**config.mk**
```make
export PLATFORM = sky130hd
export DESIGN_NAME = ncv_ctrl
export DESIGN_NICKNAME = d
export VERILOG_FILES = /design/src/rtl/ncv_pkg.sv /design/src/rtl/ncv_ctrl.sv
export SDC_FILE = /design/constraint.sdc
export NUM_CORES = 1
export LEC_CHECK = 0
export BUFFER_PORTS_ARGS = -buffer_cell sky130_fd_sc_hd__buf_4
export CORE_MARGIN = 2
export CORE_UTILIZATION = 35
export DETAILED_ROUTE_END_ITERATION = 10
export PLACE_DENSITY = 0.7
export SLEW_MARGIN = 10
export SYNTH_ARGS = -nofsm -noshare
export SYNTH_HDL_FRONTEND = slang
export SYNTH_SLANG_ARGS = --single-unit
```
**constraint.sdc**
```tcl
create_clock -name clock -period 4.4 [get_ports clock]
set_input_delay 0.22 -clock clock [delete_from_list [all_inputs] [get_ports clock]]
set_output_delay 0.22 -clock clock [all_outputs]
set_load 0.05 [all_outputs]
```
**src/rtl/ncv_pkg.sv**
```systemverilog
// shared types, constants and helper functions for the normalized 3x3 convolution
`timescale 1ns / 1ps
`default_nettype none
package ncv_pkg;

   localparam int MAX_WIDTH  = 1024;
   localparam int MAX_HEIGHT = 1024;

   localparam int DIM_W  = 11;
   localparam int CNT_W  = 21;
   localparam int IDX_W  = $clog2(MAX_WIDTH);
   localparam int WORD_W = 32;
   localparam int KROW_W = 24;
   localparam int ACC_W  = 20;
   localparam int MAG_W  = 19;
   localparam int KS_W   = 12;
   localparam int DMAG_W = 11;
   localparam int POS_W  = 12;
   localparam int TAP_W  = 4;
   localparam int NTAPS  = 9;
   localparam int STEP_W = 5;
   localparam int ADDR_W = 5;
   localparam int DATA_W = 32;

   localparam logic [2:0] REG_KTOP   = 3'd0;
   localparam logic [2:0] REG_KMID   = 3'd1;
   localparam logic [2:0] REG_KBOT   = 3'd2;
   localparam logic [2:0] REG_WIDTH  = 3'd3;
   localparam logic [2:0] REG_HEIGHT = 3'd4;

   typedef enum logic [2:0] {
      ST_IDLE,
      ST_TDIV,
      ST_READ,
      ST_UPDATE,
      ST_TAP,
      ST_DINIT,
      ST_CDIV,
      ST_FINISH
   } state_type;

   typedef struct packed {
      logic             load;
      logic             tdiv_step;
      logic             read;
      logic             update;
      logic             tap_step;
      logic [TAP_W-1:0] tap_idx;
      logic             dinit;
      logic             cdiv_step;
      logic             out_load;
   } cmd_type;

   typedef struct packed {
      logic produce;
      logic ksum_zero;
   } status_type;

   function automatic logic [1:0] tap_row(input logic [TAP_W-1:0] idx);
      logic [1:0] r;
      unique case (idx)
         4'd0, 4'd1, 4'd2: r = 2'd0;
         4'd3, 4'd4, 4'd5: r = 2'd1;
         default:          r = 2'd2;
      endcase
      return r;
   endfunction

   function automatic logic [1:0] tap_col(input logic [TAP_W-1:0] idx);
      logic [1:0] c;
      unique case (idx)
         4'd0, 4'd3, 4'd6: c = 2'd0;
         4'd1, 4'd4, 4'd7: c = 2'd1;
         default:          c = 2'd2;
      endcase
      return c;
   endfunction

   function automatic logic signed [7:0] tap_coef(input logic [KROW_W-1:0] ktop,
                                                  input logic [KROW_W-1:0] kmid,
                                                  input logic [KROW_W-1:0] kbot,
                                                  input logic [TAP_W-1:0]  idx);
      logic [KROW_W-1:0] row;
      logic [7:0]        b;
      unique case (tap_row(idx))
         2'd0:    row = ktop;
         2'd1:    row = kmid;
         default: row = kbot;
      endcase
      unique case (tap_col(idx))
         2'd0:    b = row[7:0];
         2'd1:    b = row[15:8];
         default: b = row[23:16];
      endcase
      return signed'(b);
   endfunction

endpackage
`default_nettype wire

```
**src/rtl/ncv_ctrl.sv**
```systemverilog
// sequencing state machine for one pixel beat
`timescale 1ns / 1ps
`default_nettype none
module ncv_ctrl (
   input  logic                clock,
   input  logic                reset,
   input  logic                req_valid,
   output logic                req_ready,
   input  logic                rsp_ready,
   output logic                rsp_valid,
   input  ncv_pkg::status_type status,
   output ncv_pkg::cmd_type    cmd
);
   import ncv_pkg::*;

   state_type         state_ff, state_in;
   logic [STEP_W-1:0] step_ff, step_in;
   logic              rsp_valid_ff, rsp_valid_in;

   always_ff @(posedge clock) begin
      if (reset) begin
         state_ff     <= ST_IDLE;
         step_ff      <= '0;
         rsp_valid_ff <= 1'b0;
      end else begin
         state_ff     <= state_in;
         step_ff      <= step_in;
         rsp_valid_ff <= rsp_valid_in;
      end
   end

   always_comb begin
      state_in  = state_ff;
      step_in   = step_ff;
      cmd       = '0;
      req_ready = 1'b0;
      unique case (state_ff)
         ST_IDLE: begin
            req_ready = 1'b1;
            if (req_valid) begin
               cmd.load = 1'b1;
               step_in  = '0;
               state_in = ST_TDIV;
            end
         end
         ST_TDIV: begin
            cmd.tdiv_step = 1'b1;
            if (step_ff == STEP_W'(CNT_W - 1)) begin
               step_in  = '0;
               state_in = ST_READ;
            end else begin
               step_in = step_ff + 1'b1;
            end
         end
         ST_READ: begin
            cmd.read = 1'b1;
            state_in = ST_UPDATE;
         end
         ST_UPDATE: begin
            cmd.update = 1'b1;
            step_in    = '0;
            state_in   = status.produce ? ST_TAP : ST_IDLE;
         end
         ST_TAP: begin
            cmd.tap_step = 1'b1;
            cmd.tap_idx  = step_ff[TAP_W-1:0];
            if (step_ff == STEP_W'(NTAPS - 1)) begin
               step_in  = '0;
               state_in = ST_DINIT;
            end else begin
               step_in = step_ff + 1'b1;
            end
         end
         ST_DINIT: begin
            cmd.dinit = 1'b1;
            step_in   = '0;
            state_in  = status.ksum_zero ? ST_FINISH : ST_CDIV;
         end
         ST_CDIV: begin
            cmd.cdiv_step = 1'b1;
            if (step_ff == STEP_W'(MAG_W - 1)) begin
               step_in  = '0;
               state_in = ST_FINISH;
            end else begin
               step_in = step_ff + 1'b1;
            end
         end
         ST_FINISH: begin
            if (!rsp_valid_ff || rsp_ready) begin
               cmd.out_load = 1'b1;
               state_in     = ST_IDLE;
            end
         end
         default: state_in = ST_IDLE;
      endcase
      rsp_valid_in = cmd.out_load | (rsp_valid_ff & ~rsp_ready);
   end

   assign rsp_valid = rsp_valid_ff;
endmodule
`default_nettype wire

```
==> results of run 1 <==
[critical path, delay by kind of cell, from the launching register on]
kind                   cells  cell delay, ns
DFF                        1            0.55
and+or+nand+nor            2            0.74
buffers and inverters      1            0.20
[state kept, by name, summed over array words and instances, names as in the netlist]
register   flops
rsp_valid      1
state_ff       3
step_ff        5
[area by class of cell]
cell class | instances | area, um^2
inverter | 4 | 15.01
sequential | 9 | 180.2
fill | 164 | 903.4
timing repair buffer | 19 | 142.6
multi-input combinational | 62 | 409.1
clock buffer | 4 | 26.28
tap | 25 | 31.28
[Yosys cell counts (2+ instances only)]
library cell  count
dfxtp_1           9
a21oi_1           6
and2_1            6
nand2_1           5
nor3_1            5
and3_1            3
ha_1              3
inv_1             3
nand3_1           3
nor2_1            3
nor3b_1           3
o21ai_0           3
nand2b_1          2
nor2b_1           2
o22ai_1           2
or4_1             2
[power breakdown]
group          leakage [nW]  total, mW  internal [mW]  switching [mW]
combinational         0.245      0.221         0.0774           0.143
sequential           0.0732      0.136         0.0969          0.0394
clock                0.0150     0.0643         0.0349          0.0294
total                 0.333      0.421          0.209           0.212
[layer usage]
layer | vias to the layer above | GRT usage, % | wire length [um]
li1 | 329 | - | -
met5 | - | 0 | 0
met1 | 307 | 20.05 | 703
met2 | 18 | 24.17 | 752
met4 | 0 | 10.86 | 16
met3 | 2 | 5.882 | 70
[per-stage QoR]
step           total power [mW]  worst slack, ns
5_1_grt                  0.4519            2.307
2_1_floorplan            0.3041            1.941
3_5_place_dp             0.3578            2.588
3_3_place_gp             0.3553            2.613
4_1_cts                  0.4236            2.457
6_report                 0.4212            2.434
[final timing paths]
path	start	endpoint	slack [ns]	depth (start not counted)
setup / recovery	state_ff[2]	cmd[3]	2.43	3
hold / removal	reset	state_ff[1]	0.20	2
setup reg to reg	state_ff[1]	state_ff[1]	2.57	4
hold reg to reg	step_ff[4]	step_ff[4]	0.52	2
[logic make-up after synthesis]
group	count (synthesis)	share of synthesized area [%]
flops	9	28.86
compound gates	19	20.04
buf+inv	8	5.609
simple gates	40	39.48
fa+ha+maj	3	6.013
[cell usage in the layout (no fill, tap or decap), types with 2 or more instances in the layout]
cell and n:
a21oi_1 6, and2_1 6, and3_1 3, buf_4 19
clkbuf_4 3, dfxtp_1 9, ha_1 3, inv_1 3
nand2_1 5, nand2b_1 2, nand3_1 3, nor2_1 3
nor2b_1 2, nor3_1 5, nor3b_1 3, o21ai_0 3
o22ai_1 2, or4_1 2
==> flow_metrics.env, run 1 <==
export IMPL_cts_tree="done"
export IMPL_yosysTopAreaCellShare_pct=28.86
export IMPL_core_um2=1708
export IMPL_wirelength_um=1542
export IMPL_drt_vias_per_instance=5.333
export IMPL_tightestPinTransition_ns=0.6209
export IMPL_relSlewSlack_pct=58.25
export IMPL_synth_distinct_cells=35
export IMPL_cts_setup_buffers=0
export IMPL_num_io_pins=20
export IMPL_dpl_hpwl_um=1134
export IMPL_grt_max_degree=17
export IMPL_grt_remaining_overflow=0
export IMPL_initial_core_util_pct=36.56
export IMPL_grt_pass1_wl_um=2435
export IMPL_power_density_nw_per_um2=523.6
export IMPL_cp_start_kind="flop"
export IMPL_cts_hold_buf=0
export IMPL_postSynth_asyncResetShare_pct=0
export IMPL_clk_path_buf_depth=2
export IMPL_port_buffers=19
export IMPL_antenna_found_initial=0
export IMPL_place_congestion=0.7304
export IMPL_finalClockSkew_ns=0.006229
export IMPL_final_max_slew_viol_count=0
export IMPL_clock_latency_ns=0.26
export IMPL_fin_cells=123
export IMPL_wl_per_cell_um=12.54
export IMPL_synth_seq_cells=9
export IMPL_num_vias=656
export IMPL_areaGrowthSynthToFinish_pct=28.86
export IMPL_cap_violations=0
export IMPL_peakVddDrop_mv=0.1815
export IMPL_synth_warnings=0
export IMPL_nets=108
export IMPL_timing_fmax_mhz=508.6
export IMPL_setup_viol=0
export IMPL_crit_chain="nor3b_1, and2_1, buf_4"
export IMPL_dpl_cell_area_um2=778.2
export IMPL_numCtsBuffers=3
export IMPL_critPathMaxStageDelay_ns=0.55
export IMPL_final_area_um2=804.5
export IMPL_synth_area_top_cells="dfxtp_1, and2_1, ha_1"
export IMPL_synth_area_um2=624.3
export IMPL_cts_max_level=1
export IMPL_path_class="reg2out"
export IMPL_die_h_um=46.24
export IMPL_rsz0062_at_grt="no"
export IMPL_antennaDiodeCount=0
export IMPL_hold_ws_ns=0.1965
export IMPL_min_period_ns=1.966
export IMPL_yosysTopAreaCell="dfxtp_1"
export IMPL_cts_resized=0
export IMPL_final_antenna_net_count=0
export IMPL_drive_above_1_share_pct=25.51
export IMPL_hold_viol_final=0
export IMPL_syn_nets=88
export IMPL_setup_tns_ns=0
export IMPL_ys_dominant_reg_cell="dfxtp_1"
export IMPL_path_max_fanout=12
export IMPL_firstDrtPassIters=4
export IMPL_grt_pass1_vias=573
export IMPL_endpoint_kind="output pin"
export IMPL_p_leak_nw=0.3334
export IMPL_die_area_um2=2138
export IMPL_seq_area_frac_synth_pct=28.86
export IMPL_worstPathArrival_ns=1.75
export IMPL_synth_edf_count=0
export IMPL_slowest_stage="dfxtp_1"
export IMPL_crit_required_ns=4.18
export IMPL_cts_sinks=9
export IMPL_outcome="completed"
export IMPL_final_util_pct=47.11
export IMPL_drcViolationCount=0
export IMPL_hp_class="in2reg"
export IMPL_rows=15
export IMPL_grt_usage_pct=16.49
export IMPL_drt_iter0_markers=8
export IMPL_syn_inst=79
export IMPL_fin_crit_sh_pct=44.68
export IMPL_syn_area_per_cell_um2=7.903
export IMPL_dp_cells=119
export IMPL_dieWidth_um=46.24
export IMPL_clk_pin_slew_ns=0.07
export IMPL_cts_root_buf="clkbuf_4"
Power figures use the tool's default switching activity.
==> inputs of run 2 (changes only) <==
- clock period: 4.4 -> 1.9 ns (I/O delays scaled with it)
==> run 2 against run 1 <==
- register-to-register slack got worse by 2.4 ns
- hold slack got worse by 0.13 ns
- die area unchanged
- via count grew 2.1%
- sequential cell count is the same
- utilization grew 3.1 points
- power is 150% higher
- combinational power grew to 2.8 times the previous value
- routed wire length is 3.2% lower
- final cell count rose by 4.1%
- clock skew increased by 0.0043 ns
- sequential power up 99%
- critical endpoint is now state_ff[1]
==> flow_metrics.env, run 2 (synthesis results as in run 1) <==
export IMPL_clk_path_buf_depth=2
export IMPL_core_um2=1708
export IMPL_cts_root_buf="clkbuf_4"
export IMPL_tightestPinTransition_ns=0.3264
export IMPL_final_antenna_net_count=0
export IMPL_grt_usage_pct=15.02
export IMPL_timing_fmax_mhz=566.8
export IMPL_cts_setup_buffers=0
export IMPL_outcome="completed"
export IMPL_grt_max_degree=13
export IMPL_nets=113
export IMPL_final_area_um2=857.1
export IMPL_grt_pass1_wl_um=2277
export IMPL_clock_latency_ns=0.26
export IMPL_crit_required_ns=2.10
export IMPL_cts_sinks=9
export IMPL_p_sw_share_pct=49.01
export IMPL_cp_start_kind="flop"
export IMPL_wl_per_cell_um=11.66
export IMPL_p_int_mw=0.5306
export IMPL_crit_buf_inv=1
export IMPL_firstDrtPassIters=4
export IMPL_cp_top_family="simple AND/OR/NAND/NOR gates"
export IMPL_crit_chain="inv_1, ha_1, nand4bb_1, a41o_2, or4_1, a21oi_1"
export IMPL_pwr_share_comb_pct=59.6
export IMPL_grt_pass1_vias=538
export IMPL_p_switching_mw=0.5101
export IMPL_num_io_pins=20
export IMPL_power_density_nw_per_um2=1214
export IMPL_cap_violations=0
export IMPL_initial_core_util_pct=36.56
export IMPL_grt_remaining_overflow=0
export IMPL_cts_hold_buf=0
export IMPL_fin_crit_sh_pct=92.85
export IMPL_finalClockSkew_ns=0.01054
export IMPL_rows=15
export IMPL_final_max_slew_viol_count=0
export IMPL_antenna_found_initial=0
export IMPL_dpl_cell_area_um2=830.8
export IMPL_hold_viol_final=0
export IMPL_port_buffers=19
export IMPL_drcViolationCount=0
export IMPL_setup_viol=0
export IMPL_wirelength_um=1492
export IMPL_cts_resized=0
export IMPL_cts_tree="done"
export IMPL_slowest_stage="or4_1"
export IMPL_clk_pin_slew_ns=0.07
export IMPL_relSlewSlack_pct=78.21
export IMPL_p_leak_nw=0.3682
export IMPL_worstPathArrival_ns=1.96
export IMPL_drt_vias_per_instance=5.234
export IMPL_min_period_ns=1.764
export IMPL_hp_class="in2reg"
export IMPL_dieWidth_um=46.24
export IMPL_place_congestion=0.7724
export IMPL_die_h_um=46.24
export IMPL_areaGrowthSynthToFinish_pct=37.27
export IMPL_path_class="reg2reg"
export IMPL_path_max_fanout=8
export IMPL_endpoint_kind="flop"
export IMPL_num_vias=670
export IMPL_fillCellCount=163
export IMPL_antennaDiodeCount=0
export IMPL_drt_iter0_markers=8
export IMPL_dp_cells=124
export IMPL_hold_ws_ns=0.06325
export IMPL_p_total_mw=1.041
export IMPL_setup_tns_ns=0
export IMPL_top_register="step_ff"
export IMPL_drive_above_1_share_pct=32.04
export IMPL_critPathMaxStageDelay_ns=0.48
export IMPL_pwr_share_clk_pct=14.4
export IMPL_die_area_um2=2138
export IMPL_final_common_cell="buf_4"
export IMPL_cts_max_level=1
export IMPL_dpl_hpwl_um=1160
export IMPL_numCtsBuffers=3
export IMPL_peakVddDrop_mv=0.6143
export IMPL_fin_cells=128
export IMPL_final_cell_mix="buf_4, dfxtp_1, and2_1, a21oi_1, nand2_1"
export IMPL_rsz0062_at_grt="no"
export IMPL_seqPwrFrac_pct=25.9
export IMPL_largest_reg_flops=5
-- run 2: cell types whose count changed in the layout (fill, tap and decap cells not counted), sizes merged --
| cell | change |
|---|---|
| buf | +5 |
-- run 2: power by group through the flow --
stage	registers, mW	clock network [mW]	logic (mW)
after floorplan	0.263	0	0.456
after global placement	0.268	0	0.610
after detailed placement	0.274	0	0.621
after CTS	0.270	0.158	0.622
after global routing	0.276	0.167	0.667
final	0.270	0.150	0.621
-- run 2: through the flow --
step | setup WS, ns | utilization, %
6_report | 0.1358 | 50.18
5_1_grt | 0.06363 | 50.18
4_1_cts | 0.1410 | 50.18
3_5_place_dp | 0.1484 | 48.64
3_3_place_gp | 0.2511 | 48.64
2_1_floorplan | 0.02734 | -
-- run 2: final cells by class --
type / count / area [um^2] / share of cell area (%)
multi-input cells: 62 / 424.2 / 49.49
well taps: 25 / 31.28 / 3.650
flip-flops and latches: 9 / 180.2 / 21.02
clock buffers: 4 / 26.28 / 3.066
inverters: 4 / 15.01 / 1.752
repair buffers: 24 / 180.2 / 21.02
-- run 2: final timing paths --
kind               from          end  slack [ns]  cells past startpoint
max          step_ff[0]  state_ff[1]        0.14                      6
min               reset    rsp_valid        0.06                      2
max reg2reg  step_ff[0]  state_ff[1]        0.14                      6
min reg2reg  step_ff[1]   step_ff[1]        0.53                      2
-- run 2: per-layer routing --
metal  global-route usage, %  routed length [um]
met1                   19.44                 677
met2                   23.33                 737
met3                   2.353                  72
met4                   8.571                   5
met5                       0                   0
==> inputs of run 3 (changes only) <==
- ABC_AREA: not set -> 1
- ABC_CLOCK_PERIOD_IN_PS: not set -> 1900
- CORE_ASPECT_RATIO: not set -> 1.4
- PLACE_DENSITY: 0.7 -> 0.68
==> run 3 against run 2 <==
- global-route usage decreased by 0.83 points
- utilization is 3.2 points lower
- combinational power increased by 61%
- clock skew decreased by 0.0094 ns
- power increased by 39%
- sequential cell count did not move
- die area is 12% higher
- critical path type is now reg2out
- largest cell class unchanged
- fmax increased by 16%
- final cell count increased by 27%
- register-to-register slack better by 0.30 ns
- routed wire length grew 1.5%
- via count grew 13%
==> flow_metrics.env, run 3 <==
export IMPL_r2r_cells=9
export IMPL_r2r_end="step_ff[2]"
export IMPL_port_buffers=19
export IMPL_largest_reg_flops=5
export IMPL_synth_common_cells="nor2_1, nand2_1, inv_1, dfxtp_1, nand3_1"
export IMPL_relSlewSlack_pct=78.88
export IMPL_top_layer="met4"
export IMPL_cts_sinks=9
export IMPL_timing_fmax_mhz=656.0
export IMPL_crit_buf_inv=2
export IMPL_worstPathArrival_ns=1.43
export IMPL_drt_met1_wl_um=668
export IMPL_endpoint_kind="output pin"
export IMPL_antenna_found_initial=0
export IMPL_drcViolationCount=0
export IMPL_cp_num_cells=5
export IMPL_fin_crit_sh_pct=80.23
export IMPL_synth_area_top_cells="dfxtp_1, nor2_1, nand2_1"
export IMPL_tightestPinTransition_ns=0.3164
export IMPL_p_total_mw=1.446
export IMPL_seqPwrFrac_pct=21.3
export IMPL_crit_chain="nand2_1, nor2_2, inv_1, nor2_1, buf_4"
export IMPL_final_antenna_net_count=0
export IMPL_slowest_stage="dfxtp_1"
export IMPL_yosysMostFrequentCell="nor2_1"
export IMPL_postSynth_asyncResetShare_pct=0
export IMPL_synth_compound_area_share_pct=6.360
export IMPL_cp_top_family="flip-flops"
export IMPL_p_int_mw=0.6240
export IMPL_met2_length_um=774
export IMPL_areaGrowthSynthToFinish_pct=27.74
export IMPL_drt_iter0_markers=14
export IMPL_startpoint="state_ff[2]"
export IMPL_setup_viol=0
export IMPL_die_h_um=57.22
export IMPL_p_leak_nw=0.4702
export IMPL_dpl_hpwl_um=1306
export IMPL_grt_remaining_overflow=0
export IMPL_rows=19
export IMPL_clk_pin_slew_ns=0.05
export IMPL_yosys_area_share_simple_pct=47.53
export IMPL_firstDrtPassIters=4
export IMPL_clock_latency_ns=0.25
export IMPL_die_area_um2=2404
export IMPL_clk_path_buf_depth=2
export IMPL_syn_area_per_cell_um2=6.002
export IMPL_synth_top_family_by_area="simple AND/OR/NAND/NOR gates"
export IMPL_fillCellCount=207
export IMPL_synth_distinct_cells=21
export IMPL_pwr_share_clk_pct=9.4
export IMPL_grt_pass1_vias=683
export IMPL_endpoint="cmd[6]"
export IMPL_antennaDiodeCount=0
export IMPL_final_cell_mix="nor2_1, nand2_1, inv_1, buf_4, dfxtp_1"
export IMPL_outcome="completed"
export IMPL_num_vias=758
export IMPL_worstHoldStart="rsp_ready"
export IMPL_hp_class="in2reg"
export IMPL_met3_length_um=44
export IMPL_top_register="step_ff"
export IMPL_ys_dominant_reg_cell="dfxtp_1"
export IMPL_cts_max_level=1
export IMPL_hold_viol_final=0
export IMPL_final_common_cell="nor2_1"
export IMPL_initial_core_util_pct=36.78
export IMPL_syn_nets=127
export IMPL_rsz0062_at_grt="no"
export IMPL_cts_setup_buffers=0
export IMPL_numCtsBuffers=3
export IMPL_drt_vias_per_instance=4.679
export IMPL_power_density_nw_per_um2=1598
export IMPL_p_switching_mw=0.8218
export IMPL_yosysTopAreaCell="dfxtp_1"
export IMPL_cp_start_kind="flop"
export IMPL_core_um2=1926
export IMPL_nets=151
export IMPL_r2r_start="step_ff[0]"
export IMPL_fin_cells=162
export IMPL_dieWidth_um=42.02
export IMPL_yosysTopAreaCellShare_pct=25.44
export IMPL_grt_max_degree=9
export IMPL_final_area_um2=904.6
export IMPL_synth_seq_cells=9
export IMPL_grt_pass1_wl_um=2670
export IMPL_reg2reg_setup_slack_ns=0.44
export IMPL_cts_hold_buf=1
export IMPL_seq_area_frac_synth_pct=25.44
export IMPL_synth_area_um2=708.2
export IMPL_cts_resized=0
export IMPL_grt_usage_pct=14.18
export IMPL_synthMuxAreaShare_pct=0
export IMPL_critPathMaxStageDelay_ns=0.50
export IMPL_hold_ws_ns=0.1142
export IMPL_path_class="reg2out"
export IMPL_peakVddDrop_mv=0.7697
export IMPL_place_congestion=0.8638
export IMPL_wirelength_um=1514
export IMPL_synth_warnings=0
export IMPL_cts_tree="done"
export IMPL_num_io_pins=20
export IMPL_synth_xor_area_share_pct=1.237
export IMPL_min_period_ns=1.524
export IMPL_p_sw_share_pct=56.84
export IMPL_cts_root_buf="clkbuf_4"
export IMPL_finalClockSkew_ns=0.001185
export IMPL_path_max_fanout=8
export IMPL_crit_required_ns=1.80
export IMPL_wl_per_cell_um=9.346
export IMPL_cap_violations=0
export IMPL_drive_above_1_share_pct=27.66
export IMPL_setup_tns_ns=0
export IMPL_dp_cells=157
export IMPL_synth_fa_ha_area_share_pct=5.300
export IMPL_final_max_slew_viol_count=0
export IMPL_pwr_share_comb_pct=69.3
export IMPL_dpl_cell_area_um2=868.3
export IMPL_syn_inst=118
export IMPL_synth_edf_count=0
==> run 3: cell types whose count changed in the layout (fill, tap and decap cells not counted), moves of 4 or more <==
cell	previous run	this run
a21oi_1	6	1
and2_1	6	1
buf_4	24	19
inv_1	3	19
nand2_1	5	24
nand3_1	3	8
nor2_1	3	26
nor2_2	0	5
nor3_1	4	0
==> run 3: worst min path at each step <==
stage	to	slack [ns]	depth (start not counted)
floorplan	rsp_valid	0.16	1
global placement	rsp_valid	0.26	2
detailed placement	rsp_valid	0.27	2
CTS	rsp_valid	0.11	4
global route	rsp_valid	0.14	4
finish	rsp_valid	0.11	4
==> run 3: kinds of logic after synthesis <==
family                     count (synthesis)
xor gates and xnor gates                   1
and+or+nand+nor                           73
buffers and inverters                     24
adders and majority gates                  3
AOI/OAI and AO/OA                          8
DFF                                        9
==> run 3: stage by stage <==
| step | setup slack (ns) | utilization, % |
|---|---|---|
| after floorplan | 0.01356 | - |
| after global placement | 0.5247 | 45.09 |
| after detailed placement | 0.4484 | 45.09 |
| after CTS | 0.3534 | 46.98 |
| after global routing | 0.2290 | 46.98 |
| final | 0.3757 | 46.98 |
==> run 3: power by group through the flow <==
stage / combinational [mW] / sequential, mW / clock (mW)
CTS: 1.01 / 0.305 / 0.145
floorplan: 0.821 / 0.281 / 0
detailed placement: 1.00 / 0.310 / 0
global route: 1.10 / 0.317 / 0.152
global placement: 0.987 / 0.309 / 0
finish: 1.00 / 0.308 / 0.136
==> run 3: worst reg2reg max path, delay by kind of cell (launching register included) <==
family	cells	cell delay, ns
compound gates	1	0.22
fa+ha+maj	1	0.19
buf+inv	2	0.18
flops	1	0.32
simple gates	5	0.43
==> run 3: metal layers <==
layer  global-route usage [%]  up-vias
met5                        0        -
met1                    16.44      341
met2                    25.45       12
li1                         -      401
met3                   0.9494        4
met4                    8.036        0
==> run 3: final cells by class <==
class | instances | area [um^2] | share of cell area, %
multi-input cells | 85 | 430.4 | 47.58
flip-flops and latches | 9 | 180.2 | 19.92
clock buffers | 4 | 26.28 | 2.905
repair buffers | 20 | 152.6 | 16.87
inverters | 23 | 88.84 | 9.820
well taps | 21 | 26.28 | 2.905
